`src/design/ufdx_pkg.sv`:
```
package ufdx_pkg;

    localparam int unsigned MAX_PAYLOAD_DEF = 128;

    localparam logic [7:0] START_BYTE = 8'hFF;

    // result kinds
    localparam logic [1:0] KIND_PAYLOAD  = 2'd0;
    localparam logic [1:0] KIND_END      = 2'd1;
    localparam logic [1:0] KIND_CTS      = 2'd2;
    localparam logic [1:0] KIND_TOO_LONG = 2'd3;

    // queue between parser and output stage, power of two
    localparam int unsigned QUEUE_DEPTH = 4;

    typedef struct packed {
        logic [1:0] kind;
        logic [7:0] data;
        logic [7:0] position;
        logic       last_byte;
        logic       check_ok;
    } result_t;

endpackage

```
`src/design/ufdx_front.sv`:
```
module ufdx_front #(
    parameter int unsigned MAX_PAYLOAD = ufdx_pkg::MAX_PAYLOAD_DEF
) (
    input  logic              aclk,
    input  logic              aresetn,
    input  logic              s_tvalid,
    output logic              s_tready,
    input  logic [7:0]        s_tdata,
    output logic              push_valid,
    input  logic              push_ready,
    output ufdx_pkg::result_t push_data
);
    import ufdx_pkg::*;

    localparam logic [1:0] PH_HUNT  = 2'd0;
    localparam logic [1:0] PH_LEN   = 2'd1;
    localparam logic [1:0] PH_DATA  = 2'd2;
    localparam logic [1:0] PH_CHECK = 2'd3;

    localparam logic [7:0] MAX_LEN = 8'(MAX_PAYLOAD);

    logic [1:0] phase_reg, phase_next;
    logic [7:0] len_reg, len_next;
    logic [7:0] cnt_reg, cnt_next;
    logic [7:0] xor_reg, xor_next;
    logic       accept;
    logic       has_result;
    logic [8:0] cnt_inc;
    result_t    rec;

    assign s_tready = push_ready;
    assign accept   = s_tvalid && s_tready;
    assign cnt_inc  = {1'b0, cnt_reg} + 9'd1;

    always_comb begin
        phase_next = phase_reg;
        len_next   = len_reg;
        cnt_next   = cnt_reg;
        xor_next   = xor_reg;
        has_result = 1'b0;
        rec        = '0;
        if (accept) begin
            unique case (phase_reg)
                PH_HUNT: begin
                    if (s_tdata == START_BYTE) begin
                        xor_next   = START_BYTE;
                        phase_next = PH_LEN;
                    end
                end
                PH_LEN: begin
                    if (s_tdata == 8'd0) begin
                        has_result = 1'b1;
                        rec.kind   = KIND_CTS;
                        phase_next = PH_HUNT;
                    end else if (s_tdata > MAX_LEN) begin
                        has_result = 1'b1;
                        rec.kind   = KIND_TOO_LONG;
                        rec.data   = s_tdata;
                        phase_next = PH_HUNT;
                    end else begin
                        len_next   = s_tdata;
                        cnt_next   = 8'd0;
                        xor_next   = xor_reg ^ s_tdata;
                        phase_next = PH_DATA;
                    end
                end
                PH_DATA: begin
                    has_result    = 1'b1;
                    rec.kind      = KIND_PAYLOAD;
                    rec.data      = s_tdata;
                    rec.position  = cnt_reg;
                    rec.last_byte = (cnt_inc >= {1'b0, len_reg});
                    xor_next      = xor_reg ^ s_tdata;
                    cnt_next      = cnt_inc[7:0];
                    if (rec.last_byte) begin
                        phase_next = PH_CHECK;
                    end
                end
                PH_CHECK: begin
                    has_result   = 1'b1;
                    rec.kind     = KIND_END;
                    rec.data     = len_reg;
                    rec.check_ok = (s_tdata == xor_reg);
                    phase_next   = PH_HUNT;
                end
                default: begin
                    phase_next = PH_HUNT;
                end
            endcase
        end
    end

    assign push_valid = has_result;
    assign push_data  = rec;

    always_ff @(posedge aclk) begin
        if (!aresetn) begin
            phase_reg <= PH_HUNT;
            len_reg   <= 8'd0;
            cnt_reg   <= 8'd0;
            xor_reg   <= 8'd0;
        end else begin
            phase_reg <= phase_next;
            len_reg   <= len_next;
            cnt_reg   <= cnt_next;
            xor_reg   <= xor_next;
        end
    end

endmodule

```
`src/design/ufdx_queue.sv`:
```
module ufdx_queue (
    input  logic              aclk,
    input  logic              aresetn,
    input  logic              push_valid,
    output logic              push_ready,
    input  ufdx_pkg::result_t push_data,
    output logic              pop_valid,
    input  logic              pop_ready,
    output ufdx_pkg::result_t pop_data
);
    import ufdx_pkg::*;

    localparam int unsigned PTR_W = $clog2(QUEUE_DEPTH);
    localparam int unsigned CNT_W = PTR_W + 1;
    localparam logic [CNT_W-1:0] FULL_CNT = CNT_W'(QUEUE_DEPTH);

    result_t          slot_reg [QUEUE_DEPTH];
    logic [PTR_W-1:0] wr_ptr_reg, wr_ptr_next;
    logic [PTR_W-1:0] rd_ptr_reg, rd_ptr_next;
    logic [CNT_W-1:0] count_reg, count_next;
    logic             do_push;
    logic             do_pop;

    assign push_ready = (count_reg != FULL_CNT);
    assign pop_valid  = (count_reg != '0);
    assign pop_data   = slot_reg[rd_ptr_reg];
    assign do_push    = push_valid && push_ready;
    assign do_pop     = pop_valid && pop_ready;

    always_comb begin
        wr_ptr_next = do_push ? wr_ptr_reg + PTR_W'(1) : wr_ptr_reg;
        rd_ptr_next = do_pop ? rd_ptr_reg + PTR_W'(1) : rd_ptr_reg;
        count_next  = count_reg;
        if (do_push && !do_pop) begin
            count_next = count_reg + CNT_W'(1);
        end else if (do_pop && !do_push) begin
            count_next = count_reg - CNT_W'(1);
        end
    end

    always_ff @(posedge aclk) begin
        if (do_push) begin
            slot_reg[wr_ptr_reg] <= push_data;
        end
    end

    always_ff @(posedge aclk) begin
        if (!aresetn) begin
            wr_ptr_reg <= '0;
            rd_ptr_reg <= '0;
            count_reg  <= '0;
        end else begin
            wr_ptr_reg <= wr_ptr_next;
            rd_ptr_reg <= rd_ptr_next;
            count_reg  <= count_next;
        end
    end

endmodule

```
`src/design/ufdx_back.sv`:
```
module ufdx_back (
    input  logic              aclk,
    input  logic              aresetn,
    input  logic              pop_valid,
    output logic              pop_ready,
    input  ufdx_pkg::result_t pop_data,
    output logic              m_tvalid,
    input  logic              m_tready,
    output logic [23:0]       m_tdata,
    output logic [1:0]        m_tuser,
    output logic              m_tlast
);
    import ufdx_pkg::*;

    result_t out_reg;
    logic    valid_reg, valid_next;
    logic    load;

    assign pop_ready  = !valid_reg || m_tready;
    assign load       = pop_valid && pop_ready;
    assign valid_next = load ? 1'b1 : (valid_reg && !m_tready);

    always_ff @(posedge aclk) begin
        if (load) begin
            out_reg <= pop_data;
        end
    end

    always_ff @(posedge aclk) begin
        if (!aresetn) begin
            valid_reg <= 1'b0;
        end else begin
            valid_reg <= valid_next;
        end
    end

    assign m_tvalid = valid_reg;
    assign m_tdata  = {7'd0, out_reg.check_ok, out_reg.position, out_reg.data};
    assign m_tuser  = out_reg.kind;
    assign m_tlast  = out_reg.last_byte;

endmodule

```
`src/design/uart_frame_deframer_xor_check.sv`:
```
// channel  | dir | ports                           | word
// ---------+-----+---------------------------------+---------------------------------------
// s_ (rx)  | in  | s_tvalid s_tready s_tdata[7:0]  | rx_byte
// m_ (res) | out | m_tvalid m_tready m_tdata[23:0] | data, position, check_ok; kind in
//          |     | m_tuser[1:0] m_tlast            | m_tuser, last_byte on m_tlast
//
// one input word per cycle while s_tready is high; the parser state machine updates
// phase, count and xor in the cycle a word is accepted, and each result is written
// into the queue and then loaded into the output register before it reaches m_tdata
// synchronous active-low reset returns the parser to hunting for the start byte
// and empties the queue and the output register
// s_tready drops only when the four-entry result queue is full; the output
// register keeps draining the queue while m_tready is high
module uart_frame_deframer_xor_check #(
    parameter int unsigned MAX_PAYLOAD = ufdx_pkg::MAX_PAYLOAD_DEF
) (
    input  logic        aclk,
    input  logic        aresetn,
    input  logic        s_tvalid,
    output logic        s_tready,
    input  logic [7:0]  s_tdata,   // [7:0] rx_byte
    output logic        m_tvalid,
    input  logic        m_tready,
    output logic [23:0] m_tdata,   // [7:0] data, [15:8] position, [16] check_ok, rest zero
    output logic [1:0]  m_tuser,   // [1:0] kind
    output logic        m_tlast    // last_byte
);
    import ufdx_pkg::*;

    // parser to queue
    logic    push_valid;
    logic    push_ready;
    result_t push_data;

    // queue to output stage
    logic    pop_valid;
    logic    pop_ready;
    result_t pop_data;

    // front: start hunt, length check, payload indexing and running xor
    ufdx_front #(
        .MAX_PAYLOAD(MAX_PAYLOAD)
    ) u_front (
        .aclk      (aclk),
        .aresetn   (aresetn),
        .s_tvalid  (s_tvalid),
        .s_tready  (s_tready),
        .s_tdata   (s_tdata),
        .push_valid(push_valid),
        .push_ready(push_ready),
        .push_data (push_data)
    );

    // short queue so the parser and the output side stall independently
    ufdx_queue u_queue (
        .aclk      (aclk),
        .aresetn   (aresetn),
        .push_valid(push_valid),
        .push_ready(push_ready),
        .push_data (push_data),
        .pop_valid (pop_valid),
        .pop_ready (pop_ready),
        .pop_data  (pop_data)
    );

    // back: registered result word on the master side
    ufdx_back u_back (
        .aclk     (aclk),
        .aresetn  (aresetn),
        .pop_valid(pop_valid),
        .pop_ready(pop_ready),
        .pop_data (pop_data),
        .m_tvalid (m_tvalid),
        .m_tready (m_tready),
        .m_tdata  (m_tdata),
        .m_tuser  (m_tuser),
        .m_tlast  (m_tlast)
    );

endmodule
```
`config.mk`:
```
export PLATFORM = sky130hd
export DESIGN_NAME = uart_frame_deframer_xor_check
export DESIGN_NICKNAME = d
export VERILOG_FILES = /design/src/design/ufdx_pkg.sv /design/src/design/ufdx_front.sv /design/src/design/ufdx_queue.sv /design/src/design/ufdx_back.sv /design/src/design/uart_frame_deframer_xor_check.sv
export SDC_FILE = /design/constraint.sdc
export NUM_CORES = 1
export LEC_CHECK = 0
export ABC_AREA = 1
export BUFFER_PORTS_ARGS = -buffer_cell sky130_fd_sc_hd__buf_2
export CORE_MARGIN = 1
export CORE_UTILIZATION = 40
export CTS_CLUSTER_SIZE = 10
export DETAILED_ROUTE_END_ITERATION = 10
export HOLD_SLACK_MARGIN = 0.02
export PLACE_DENSITY = 0.64
export SYNTH_ARGS = -nofsm -noshare
export SYNTH_HDL_FRONTEND = slang
export SYNTH_SLANG_ARGS = --single-unit
```
`constraint.sdc`:
```
create_clock -name aclk -period 3.3 [get_ports aclk]
set_clock_uncertainty 0.2 [all_clocks]
set_input_delay 0.33 -clock aclk [delete_from_list [all_inputs] [get_ports aclk]]
set_output_delay 0.33 -clock aclk [all_outputs]
set_load 0.05 [all_outputs]
```
==> results.md <==
- HPWL Detailed: 7980 um
- Sequential cell area: 0.00368 mm^2
- Post-cts sizing count: 0
- Share of layout cells above drive strength 1: 13.2%
- Final WL: between 10000 and 15000 um
- Worst EP required: 3.39 ns
- Worst Setup End Kind: flop
- DRT iter0 DRCs: 352
- GRT Total Usage: between 10% and 20%
- RSZ-0062 raised after global routing: false
- Netlist Area Pre-Place: 0.00590 mm^2
- Via count: 4009
- Die span in x: 123 um
- Multi-input gate area: 0.00184 mm^2
- Hold_ws: approximately 0.1 ns
- Core Area: 0.0145 mm^2
- Count of different cell masters after synthesis: 33
- DR WL/cell: about 15 um
- Worst EP arrival: approximately 2.8 ns
- Diode count: 0
- Cell Rows: 44
- Worst r2r dst: u_queue.count_reg[2]
- Initial antenna violation count: 0
- CP startpoint kind: flop
- Root buf cell: clkbuf_16
- Syn-to-layout area delta: 15.4%
- Setup violators final: 0
- Synth warnings: 0
- Filler cells: 1345
- Worst Hold Class: primary input to flop
- Period utilization: 83.1%
- Count of final hold-check violations: 0
- Critical Path End: u_queue.count_reg[2]
- Clock Pin Slew Worst Setup and Hold Paths: about 0.060 ns
- Max FFs per register: 80
- Post-Synthesis Cells: between 500 and 600
- Die span in y: 123 um
- Critical path type: flop to flop
- CP max FO: 5
- DRC Markers: 0
- I/O Pins: 41
- Avg Synthesized Cell Area: just over 10 um^2
- FF-to-FF path depth: 13
- # port buffers: 33
- TritonCTS Buffers: 17
- Clock H-tree levels: 4
- Fin Setup TNS: 0 ns
- Worst slew margin: roughly 20%
- Outcome: completed
- Fin nets: 638
- P_leak: around 2.6 nW
- DR pass1 iterations: 4
- F_max: between 300 and 400 MHz
- Largest net degree at the start of global routing: 42
- Final Max Slew Viols: 0
- Die ar.: ~0.015 mm^2
- Yosys reg bits: 134
- Clk sinks: approximately 130
- Minimum clock period: 2.74 ns
- Vias/cell: about 5.0
- ANT nets after route: 0
- Worst-margin pin slew: 1.20 ns
- Post-synthesis sequential area ratio: 62.5%
- Vias in the first global route: slightly below 4000
- R2R Path Start: u_front.phase_reg[0]
- Max Cap Viol: 0
- Pwr/cell area: 792 mW/mm^2
- Grt total ovfl: 0
- Worst reg2reg setup slack: 0.56 ns
- Initial core utilization: 40.7%
- Global placement routability congestion: 0.899
- Clk buf depth: 2
- Crit. Startpoint: u_front.phase_reg[0]
- CTS tree: done
- Final WS setup: 0.558 ns
- First-pass GRT wire length: 19200 um
- VDD IR-drop max: 456 uV
- Post-Place Setup Slack: 0.581 ns
- Clk Latency, worst-skew pair: 0.41 ns
-- repair_timing --
action,CTS,global route
hold buffers,1,0
setup buffers,0,0
endpoints found under the hold margin,1,0
-- how the worst min path moves through the flow --
| stage | start | to | slack, ns | depth (start not counted) |
|---|---|---|---|---|
| finish | s_tdata[6] | u_front.len_reg[6] | 0.1 | 3 |
| global route | s_tdata[2] | u_front.len_reg[2] | 0.10 | 3 |
| CTS | s_tdata[6] | u_front.len_reg[6] | 0.08 | 3 |
| detailed placement | u_front.cnt_reg[6] | u_front.cnt_reg[6] | 0.28 | 2 |
| global placement | u_front.cnt_reg[6] | u_front.cnt_reg[6] | 0.27 | 2 |
| floorplan | u_front.len_reg[0] | u_front.len_reg[0] | 0.24 | 2 |
-- report_power, final --
group / internal [W] / switching (W)
registers: 0.00206 / 0.0000542
clock network: 0.00118 / 0.000678
logic: 0.000318 / 0.00111
-- per-stage QoR --
stage,power (W),cell area [um^2],cells,utilization [%]
after floorplan,0.00324,5920,575,-
after global placement,0.00355,6210,771,42.9
after detailed placement,0.00359,6210,771,42.9
after CTS,0.00544,6810,803,47.0
after global routing,0.00565,6810,803,47.0
final,0.00539,6810,803,47.0
-- critical path, cell delays in order (launching register included) --
cell,delay [ns]
dfxtp_1,0.41
ha_1,0.25
inv_1,0.08
or2_1,0.34
nand2_1,0.11
nand2_2,0.06
nand2_2,0.09
ha_1,0.16
inv_1,0.07
fa_1,0.38
a21oi_1,0.15
o21ai_0,0.12
o21ai_0,0.16
a21oi_1,0.05
-- synth_stat cells (all sizes together) --
master,count,area share (%)
fa,1,0.34
nand2,80,5.2
a211oi,1,0.13
xor2,8,1.2
o31ai,1,0.36
edfxtp,100,51
or2,1,0.11
a22oi,2,0.25
nor3,2,0.17
nor2,84,5.4
buf,12,1.5
inv,64,4.1
o21ai,60,5.2
a31oi,2,0.21
ha,18,3.8
nand4,7,1.3
xnor2,4,0.59
dfxtp,34,12
conb,1,0.064
clkbuf,17,1.3
o22ai,20,2.1
a21oi,32,2.7
nand3,18,1.6
-- kinds of logic after synthesis --
kind of cell    share of synthesized area [%]
flops                                    62.5
compound gates                           10.9
fa+ha+maj                                4.16
buf+inv                                  6.83
simple gates                             13.7
other cells                            0.0636
xor+xnor                                 1.78
-- cell type report --
cell class,count,share of cell area [%]
Sequential cell,134,54.1
Tap cell,184,3.38
Clock buffer,18,6.30
Clock inverter,13,2.26
Multi-Input combinational cell,348,27.0
Inverter,64,3.53
Timing Repair Buffer,42,3.46
-- layer usage --
layer | track usage, % | share of wire (%)
met1 | 21.0 | 45
met2 | 29.0 | 49
met3 | 4.57 | 4.5
met4 | 6.93 | 1.6
met5 | 0 | 0
-- layout by cell type (no fill, tap or decap), drive strengths merged, types with 2 or more instances in the layout --
cell,n
nand3,18
xor2,8
nand2,80
conb,7
a31oi,2
xnor2,4
a22oi,2
dfxtp,34
buf,41
inv,67
o22ai,20
bufinv,3
ha,18
clkinvlp,2
clkinv,5
nor2,84
clkbuf,18
nand4,7
a21oi,32
edfxtp,100
o21ai,60
nor3,2
Note: power is estimated with default switching activity, not from simulation.
